## src/forb_pkg.sv

```systemverilog
package forb_pkg;

    // Default sizing of the sample store
    localparam int DEFAULT_BUFFER_DEPTH = 64;
    localparam int DEFAULT_SAMPLE_BITS  = 64;

    // Field widths on the streams
    localparam int KIND_W      = 2;
    localparam int DATA_W      = 64;
    localparam int LIMIT_W     = 7;
    localparam int POS_W       = 6;
    localparam int IN_TDATA_W  = 72;
    localparam int OUT_TDATA_W = 72;

    // Longest read run
    localparam logic [LIMIT_W-1:0] RUN_MAX = LIMIT_W'(64);

    // Item kinds
    typedef enum logic [KIND_W-1:0] {
        KIND_WRITE    = 2'd0,
        KIND_READ     = 2'd1,
        KIND_FREEZE   = 2'd2,
        KIND_UNFREEZE = 2'd3
    } t_kind;

    // Sequencer states
    typedef enum logic [1:0] {
        ST_IDLE,
        ST_FETCH,
        ST_SEND,
        ST_EMPTY
    } t_state;

endpackage

```

## src/freezable_overwrite_ring_buffer_core.sv

```systemverilog
// Write, freeze and unfreeze items leave the block idle, ready again the next cycle.
// A read item runs, per sample, through a fetch state for the registered store read and a
// send state that holds the result until it is taken; new items wait until the run ends.
// An empty read shows its single result in the cycle after acceptance.
// Synchronous active-low reset clears the pointers, the count and the frozen flag;
// the store contents are not cleared and need no clearing pass.
module freezable_overwrite_ring_buffer_core
    import forb_pkg::*;
#(
    parameter int BUFFER_DEPTH = DEFAULT_BUFFER_DEPTH,
    parameter int SAMPLE_BITS  = DEFAULT_SAMPLE_BITS
) (
    input  logic                   i_clk,
    input  logic                   i_rst_n,
    input  logic                   s_axis_tvalid,
    output logic                   s_axis_tready,
    // [63:0] sample_data, [70:64] read_limit, [71] zero
    input  logic [IN_TDATA_W-1:0]  s_axis_tdata,
    // [1:0] kind
    input  logic [KIND_W-1:0]      s_axis_tuser,
    output logic                   m_axis_tvalid,
    input  logic                   m_axis_tready,
    // [63:0] sample_out, [69:64] run_position, [71:70] zero
    output logic [OUT_TDATA_W-1:0] m_axis_tdata,
    output logic                   m_axis_tlast,
    // [0] empty_read
    output logic [0:0]             m_axis_tuser
);

    localparam int PTR_W = (BUFFER_DEPTH > 1) ? $clog2(BUFFER_DEPTH) : 1;
    localparam int CNT_W = $clog2(BUFFER_DEPTH + 1);
    localparam int CMP_W = (CNT_W > LIMIT_W) ? CNT_W : LIMIT_W;

    // Wrap a store index
    function automatic logic [PTR_W-1:0] f_adv(input logic [PTR_W-1:0] p);
        logic [PTR_W-1:0] q;
        if (p == PTR_W'(BUFFER_DEPTH - 1)) begin
            q = '0;
        end else begin
            q = p + PTR_W'(1);
        end
        return q;
    endfunction

    logic [SAMPLE_BITS-1:0] r_mem [BUFFER_DEPTH];
    logic [SAMPLE_BITS-1:0] r_rd_data;

    t_state           r_state, n_state;
    logic [PTR_W-1:0] r_wr_ptr, r_old_ptr, r_idx;
    logic [CNT_W-1:0] r_fill;
    logic             r_frozen;
    logic [POS_W-1:0] r_pos, r_last_pos;

    logic               in_acc, out_acc, rd_en, run_last;
    t_kind              in_kind;
    logic [DATA_W-1:0]  in_sample;
    logic [LIMIT_W-1:0] in_limit, lim_sat, run_len;

    assign in_acc    = s_axis_tvalid & s_axis_tready;
    assign out_acc   = m_axis_tvalid & m_axis_tready;
    assign in_kind   = t_kind'(s_axis_tuser);
    assign in_sample = s_axis_tdata[DATA_W-1:0];
    assign in_limit  = s_axis_tdata[DATA_W +: LIMIT_W];
    assign run_last  = (r_pos == r_last_pos);

    // Clamp the read length to the run limit and the fill level
    always_comb begin
        lim_sat = (in_limit > RUN_MAX) ? RUN_MAX : in_limit;
        if (CMP_W'(r_fill) < CMP_W'(lim_sat)) begin
            run_len = LIMIT_W'(r_fill);
        end else begin
            run_len = lim_sat;
        end
    end

    // Next state
    always_comb begin
        n_state = r_state;
        unique case (r_state)
            ST_IDLE: begin
                if (in_acc && in_kind == KIND_READ) begin
                    n_state = (run_len == '0) ? ST_EMPTY : ST_FETCH;
                end
            end
            ST_FETCH: n_state = ST_SEND;
            ST_SEND: begin
                if (out_acc) begin
                    n_state = run_last ? ST_IDLE : ST_FETCH;
                end
            end
            ST_EMPTY: begin
                if (out_acc) begin
                    n_state = ST_IDLE;
                end
            end
            default: n_state = ST_IDLE;
        endcase
    end

    // State outputs
    always_comb begin
        s_axis_tready = 1'b0;
        m_axis_tvalid = 1'b0;
        rd_en         = 1'b0;
        m_axis_tdata  = '0;
        m_axis_tlast  = 1'b0;
        m_axis_tuser  = 1'b0;
        unique case (r_state)
            ST_IDLE:  s_axis_tready = 1'b1;
            ST_FETCH: rd_en = 1'b1;
            ST_SEND: begin
                m_axis_tvalid                 = 1'b1;
                m_axis_tdata[DATA_W-1:0]      = DATA_W'(r_rd_data);
                m_axis_tdata[DATA_W +: POS_W] = r_pos;
                m_axis_tlast                  = run_last;
            end
            ST_EMPTY: begin
                m_axis_tvalid = 1'b1;
                m_axis_tlast  = 1'b1;
                m_axis_tuser  = 1'b1;
            end
            default: s_axis_tready = 1'b0;
        endcase
    end

    // Sample store: one write port, one registered read port
    always_ff @(posedge i_clk) begin
        if (in_acc && in_kind == KIND_WRITE && !r_frozen) begin
            r_mem[r_wr_ptr] <= in_sample[SAMPLE_BITS-1:0];
        end
        if (rd_en) begin
            r_rd_data <= r_mem[r_idx];
        end
    end

    // Pointers, count, freeze flag and run sequencing
    always_ff @(posedge i_clk) begin
        if (!i_rst_n) begin
            r_state    <= ST_IDLE;
            r_wr_ptr   <= '0;
            r_old_ptr  <= '0;
            r_fill     <= '0;
            r_frozen   <= 1'b0;
            r_idx      <= '0;
            r_pos      <= '0;
            r_last_pos <= '0;
        end else begin
            r_state <= n_state;
            if (in_acc) begin
                case (in_kind)
                    KIND_WRITE: begin
                        if (!r_frozen) begin
                            r_wr_ptr <= f_adv(r_wr_ptr);
                            if (r_fill < CNT_W'(BUFFER_DEPTH)) begin
                                r_fill <= r_fill + CNT_W'(1);
                            end else begin
                                r_old_ptr <= f_adv(r_old_ptr);
                            end
                        end
                    end
                    KIND_READ: begin
                        r_idx      <= r_old_ptr;
                        r_pos      <= '0;
                        r_last_pos <= POS_W'(run_len - LIMIT_W'(1));
                    end
                    KIND_FREEZE: r_frozen <= 1'b1;
                    default: begin
                        r_frozen  <= 1'b0;
                        r_wr_ptr  <= '0;
                        r_old_ptr <= '0;
                        r_fill    <= '0;
                    end
                endcase
            end
            // Advance to the next stored sample of the run
            if (r_state == ST_SEND && out_acc && !run_last) begin
                r_idx <= f_adv(r_idx);
                r_pos <= r_pos + POS_W'(1);
            end
        end
    end

endmodule

```

## config.mk

```make
export PLATFORM = sky130hd
export DESIGN_NAME = freezable_overwrite_ring_buffer_core
export DESIGN_NICKNAME = d
export VERILOG_FILES = /design/src/forb_pkg.sv /design/src/freezable_overwrite_ring_buffer_core.sv
export SDC_FILE = /design/constraint.sdc
export NUM_CORES = 2
export LEC_CHECK = 0
export BUFFER_PORTS_ARGS = -buffer_cell sky130_fd_sc_hd__buf_4
export CAP_MARGIN = 0
export CORE_ASPECT_RATIO = 1.5
export CORE_MARGIN = 2
export CORE_UTILIZATION = 25
export CTS_CLUSTER_SIZE = 8
export DETAILED_ROUTE_END_ITERATION = 10
export HOLD_SLACK_MARGIN = 0.08
export PLACE_DENSITY = 0.39
export REMOVE_ABC_BUFFERS = 1
export SETUP_SLACK_MARGIN = 0.2
export SLEW_MARGIN = 0
export SYNTH_ARGS = -nofsm -noshare
export SYNTH_HDL_FRONTEND = slang
export SYNTH_SLANG_ARGS = --single-unit
```

## constraint.sdc

```tcl
create_clock -name i_clk -period 14.4 [get_ports i_clk]
set_clock_uncertainty 0.05 [all_clocks]
set_input_delay 1.44 -clock i_clk [delete_from_list [all_inputs] [get_ports i_clk]]
set_output_delay 1.44 -clock i_clk [all_outputs]
set_load 0.01 [all_outputs]
```

==> results by stage <==
Finish:
- From synthesis to final layout, the design area changed by 18.0%.
- After the flow finishes, the layout carries non-filler instances totaling about 16000.
- Once layout is done, the placed cells without fillers occupy about 0.19 mm2.
- For this run, the post-layout net count is between 7000 and 8000.
- In the final layout, the share of cells above drive strength 1 is between 20% and 30%.

Clocking:
- TritonCTS built the clock tree.
- The total setup buffers inserted after CTS is 0.
- TritonCTS created between 600 and 700 clock buffers.
- After clock tree synthesis, the clock-pin slew on the worst setup and hold paths is 50 ps.
- No sink is reached through more buffers than the 5 on the longest clock path.
- In this run, post-CTS repair resized a total of 0 instances.
- The insertion delay to the later sink of the worst-skew pair is 1010 ps.
- The count of hold buffers inserted by post-cts repair is 0.
- In this run the number of H-tree levels came out at 6.
- The number of sinks handled by clock tree synthesis is 4200.
- The cell chosen for the clock root is sky130_fd_sc_hd__clkbuf_16.

Setup path:
- Grouping stages by cell kind, the critical path spends the most delay in simple AND/OR/NAND/NOR gates.
- The most used cell along the critical path is sky130_fd_sc_hd__buf_4.
- Along the worst path, the maximum fanout reaches 31.
- The launch point of the worst path is s_axis_tuser[0].
- The worst-case reg-to-reg path depth is 8.
- By startpoint and endpoint, the worst setup path is classified as primary input to register.
- The biggest cell delay along the critical path is 890 ps.
- The worst-path cell with the longest stage delay is sky130_fd_sc_hd__buf_4.
- STA classifies the critical path endpoint as a register.
- Data on the critical path is required at its endpoint by 14950 ps.
- The startpoint kind of the worst setup timing path is a primary input.
- Data on the critical path arrives at its endpoint at ~6400 ps.
- In this run the critical register-to-register path is launched from r_idx[2]$_SDFFE_PN0P_.
- For flop-to-flop paths, the worst setup slack is between 8000 and 9000 ps.
- The reg-to-reg endpoint is r_rd_data[33]$_DFFE_PP_.
- Traced cell by cell, the critical path runs through buf_4 > inv_1 > ha_1 > and4b_1 > nor2b_1 > nand3_1 > nor2_4 > buf_4 > buf_4.
- The critical path contains buffers and inverters numbering 4 combined.

Placement:
- At the placement stage, the worst setup path has a slack of 7490 ps.
- The placed instances occupy a cell area of 0.171 mm2.
- The number of placed instances, taps included, is 15249.
- Port buffering added 150 buffers.
- The HPWL after detailed placement is 280000 um.
- Routability-driven placement finished with a final weighted congestion of 0.729.

Detailed routing:
- The remaining routing DRC violations is 0.
- The routed wire length is 533000 um.
- For this block, the initial DRC count from the detailed router was 6938.
- The per-cell routed wire length is ~33 um.
- The number of vias per cell after detailed routing is 4.85.
- The routed layout has 77226 vias.
- The first TritonRoute pass finished after 6 iterations.
- The remaining number of nets flagged by the antenna check after routing is 0.

Power:
- In this run the static leakage power is 55.9 nW.
- In this run the power density over the cells is 144 mW/mm2.
- The power share of the sequential group is approximately half.
- The internal portion of the total power is between 20 and 25 mW.
- Of the total power, combinational logic draws between 2 and 2.5%.
- The proportion of total power due to net switching is between 20% and 30%.
- The power share of the clock group is 47.6%.
- Across the VDD grid, the largest voltage drop is 0.111 mV.
- In this run the power spent charging and discharging nets is 5.46 mW.

GRT:
- For this run, the total global-route usage over all layers was measured as 16.4%.
- Summed over all layers, the global routing overflow is 0.
- The number of global-route vias before repair was 82487.
- Entering global routing, the biggest net connects around 140 pins.
- The first-pass GRT wire length is between 700000 and 800000 um.
- The initial antenna violation count is a little over 50.

Synthesis:
- Summed over all instances, the cell type with the most area after synthesis is sky130_fd_sc_hd__edfxtp_1.
- In this run the mean area of a mapped cell was 23.3 um2.
- Yosys attributes the largest share of cell area to sky130_fd_sc_hd__edfxtp_1 (79%), sky130_fd_sc_hd__mux4_2 (15%), sky130_fd_sc_hd__a22oi_1 (1.2%).
- The portion of the post-synthesis area used by sequential elements is 79.1%.
- The synthesized netlist occupies a cell area of 0.159 mm2.
- Yosys mapped a number of flops with a built-in enable equal to between 4000 and 5000.
- The synthesized design contains 4200 register bits.
- Counting flops with an async set or reset pin after synthesis yields a share of 0%.
- The most used flip-flop cell after synthesis is sky130_fd_sc_hd__edfxtp_1.
- The share of the synthesized area in the top cell type is 78.6%.
- The gate count of the mapped netlist is 6818.
- Counting distinct cell types in the post-synthesis netlist gives 60.
- The total number of yosys warnings is 0.

Timing:
- The final count of pins violating max slew is 0.
- For the pin with the worst max-slew slack, the measured transition is 1240 ps.
- The final worst slack is 8540 ps.
- The hold violation count in the final report is 0.
- The final clock period utilization by the worst path is 40.7%.
- The clock period minus worst slack is 5860 ps.
- The number of setup violations in the final report is 0.
- Setup repair after global routing left no endpoint under its margin.
- The maximum clock rate is between 150 and 200 MHz.
- The tightest slew margin relative to the limit is 17.3%.

Run:
- Across the run, the number of max-cap violations was 0.

Floorplanning:
- For this configuration, the core starts out at a cell density of approximately a quarter.
- After floorplanning, the core was sized to cover between 0.6 and 0.7 mm2.
- The die covers 0.642 mm2.
- The floorplan step set the die width to between 600 and 700 um.
- 154 I/O pins were placed.
- After floorplanning, the core was divided into 358 placement rows.
- The height of the die is 980 um.

Worst hold path:
- The worst hold path terminates at r_last_pos[0]$_SDFFE_PN0P_.
- The startpoint identified for the worst hold timing path is r_last_pos[0]$_SDFFE_PN0P_.
- The kind of path behind the tightest hold check is register to register.
- The cell depth of the worst hold path is 2.

Outcome:
- The flow ran to the end, and the final reports show no timing, DRC or antenna violations.
## cell type report
type / count / area, um2
Fill cell: 61395 / 446000
Sequential cell: 4200 / 126000
Multi-Input combinational cell: 2209 / 31900
Clock buffer: 658 / 16000
Tap cell: 8460 / 10600
Timing Repair Buffer: 374 / 3000
Clock inverter: 24 / 268
Inverter: 6 / 22.5
Antenna cell: 8 / 20.0
## cells in the mapped netlist (6+ instances only)
cell and number:
sky130_fd_sc_hd__buf_2 109, sky130_fd_sc_hd__or3_1 6, sky130_fd_sc_hd__nor2b_1 11, sky130_fd_sc_hd__a221oi_2 39, sky130_fd_sc_hd__nand2b_1 8, sky130_fd_sc_hd__xor2_1 12
sky130_fd_sc_hd__nand3_1 34, sky130_fd_sc_hd__nor2_1 155, sky130_fd_sc_hd__nand2_1 47, sky130_fd_sc_hd__clkbuf_1 206, sky130_fd_sc_hd__dfxtp_1 40, sky130_fd_sc_hd__mux4_2 1024
sky130_fd_sc_hd__and2_1 74, sky130_fd_sc_hd__o21ai_0 7, sky130_fd_sc_hd__buf_6 12, sky130_fd_sc_hd__ha_1 16, sky130_fd_sc_hd__mux2i_1 7, sky130_fd_sc_hd__buf_1 71
sky130_fd_sc_hd__o221ai_1 64, sky130_fd_sc_hd__inv_1 6, sky130_fd_sc_hd__a221oi_1 89, sky130_fd_sc_hd__nor3_1 11, sky130_fd_sc_hd__a22oi_1 259, sky130_fd_sc_hd__edfxtp_1 4160
sky130_fd_sc_hd__a22o_1 128, sky130_fd_sc_hd__a21oi_1 145
## cells in the final DEF, fill, tap and decap left out, types with 65 or more instances in the layout
cell and n:
sky130_fd_sc_hd__edfxtp_1 4160, sky130_fd_sc_hd__mux4_2 1024, sky130_fd_sc_hd__clkbuf_16 636, sky130_fd_sc_hd__buf_4 359, sky130_fd_sc_hd__a22oi_1 259, sky130_fd_sc_hd__a21oi_1 145
sky130_fd_sc_hd__a22o_1 128, sky130_fd_sc_hd__nor2_1 90, sky130_fd_sc_hd__a221oi_1 89, sky130_fd_sc_hd__and2_1 73, sky130_fd_sc_hd__nor2_4 65
## flip-flops by register name, indices dropped and copies added (netlist names)
signal,flops
r_mem,4096
r_rd_data,64
r_fill,7
r_idx,6
r_last_pos,6
r_old_ptr,6
r_pos,6
r_wr_ptr,6
r_state,2
r_frozen,1
## per-layer routing
metal	share of wire [%]	track usage, %	vias up
met5	0.029	0	-
met1	39	19.8	43566
met3	4.5	2.28	835
met2	54	30.0	2348
met4	2.6	5.00	24
li1	-	-	30453
## cell families after synthesis
family | count (synthesis) | synth area share [%]
buffers and inverters | 410 | 1.13
and+or+nand+nor | 373 | 1.13
other | 1 | 0.00236
muxes | 1034 | 14.6
adders and majority gates | 16 | 0.126
DFF | 4200 | 79.1
xor gates and xnor gates | 17 | 0.0937
AOI/OAI and AO/OA | 767 | 3.79
## power by group through the flow
stage	clock (mW)	sequential [mW]	combinational (mW)
after global placement	0	13.7	0.635
after CTS	13.2	13.5	0.652
after floorplan	0	13.8	0.692
after global routing	13.6	13.5	0.687
after detailed placement	0	13.7	0.651
final	12.8	13.5	0.624
## how the worst max path moves through the flow
stage,to,slack [ps],cells past startpoint
floorplan,r_idx[0]$_SDFFE_PN0P_,-31080,5
global placement,r_mem[50][16]$_DFFE_PP_,7480,9
finish,r_mem[50][23]$_DFFE_PP_,8540,9
detailed placement,r_mem[50][19]$_DFFE_PP_,7490,9
CTS,r_rd_data[47]$_DFFE_PP_,8520,7
global route,r_mem[50][23]$_DFFE_PP_,8340,9
## per-stage QoR
stage	TNS [ps]	total power, mW	utilization [%]	hold WS (ps)
finish	0	26.9	29.6	434
global route	0	27.7	29.6	484
CTS	0	27.3	29.6	439
detailed placement	0	14.4	27.0	433
global placement	0	14.4	27.0	431
floorplan	-2103410	14.5	-	404
## worst reg2reg max path: cells and delay by family, from the launching register on
kind | cells | cell delay, ps
mux | 1 | 450
flops | 1 | 640
buf+inv | 4 | 3310
compound gates | 3 | 890
Note: power is estimated with default switching activity, not from simulation.
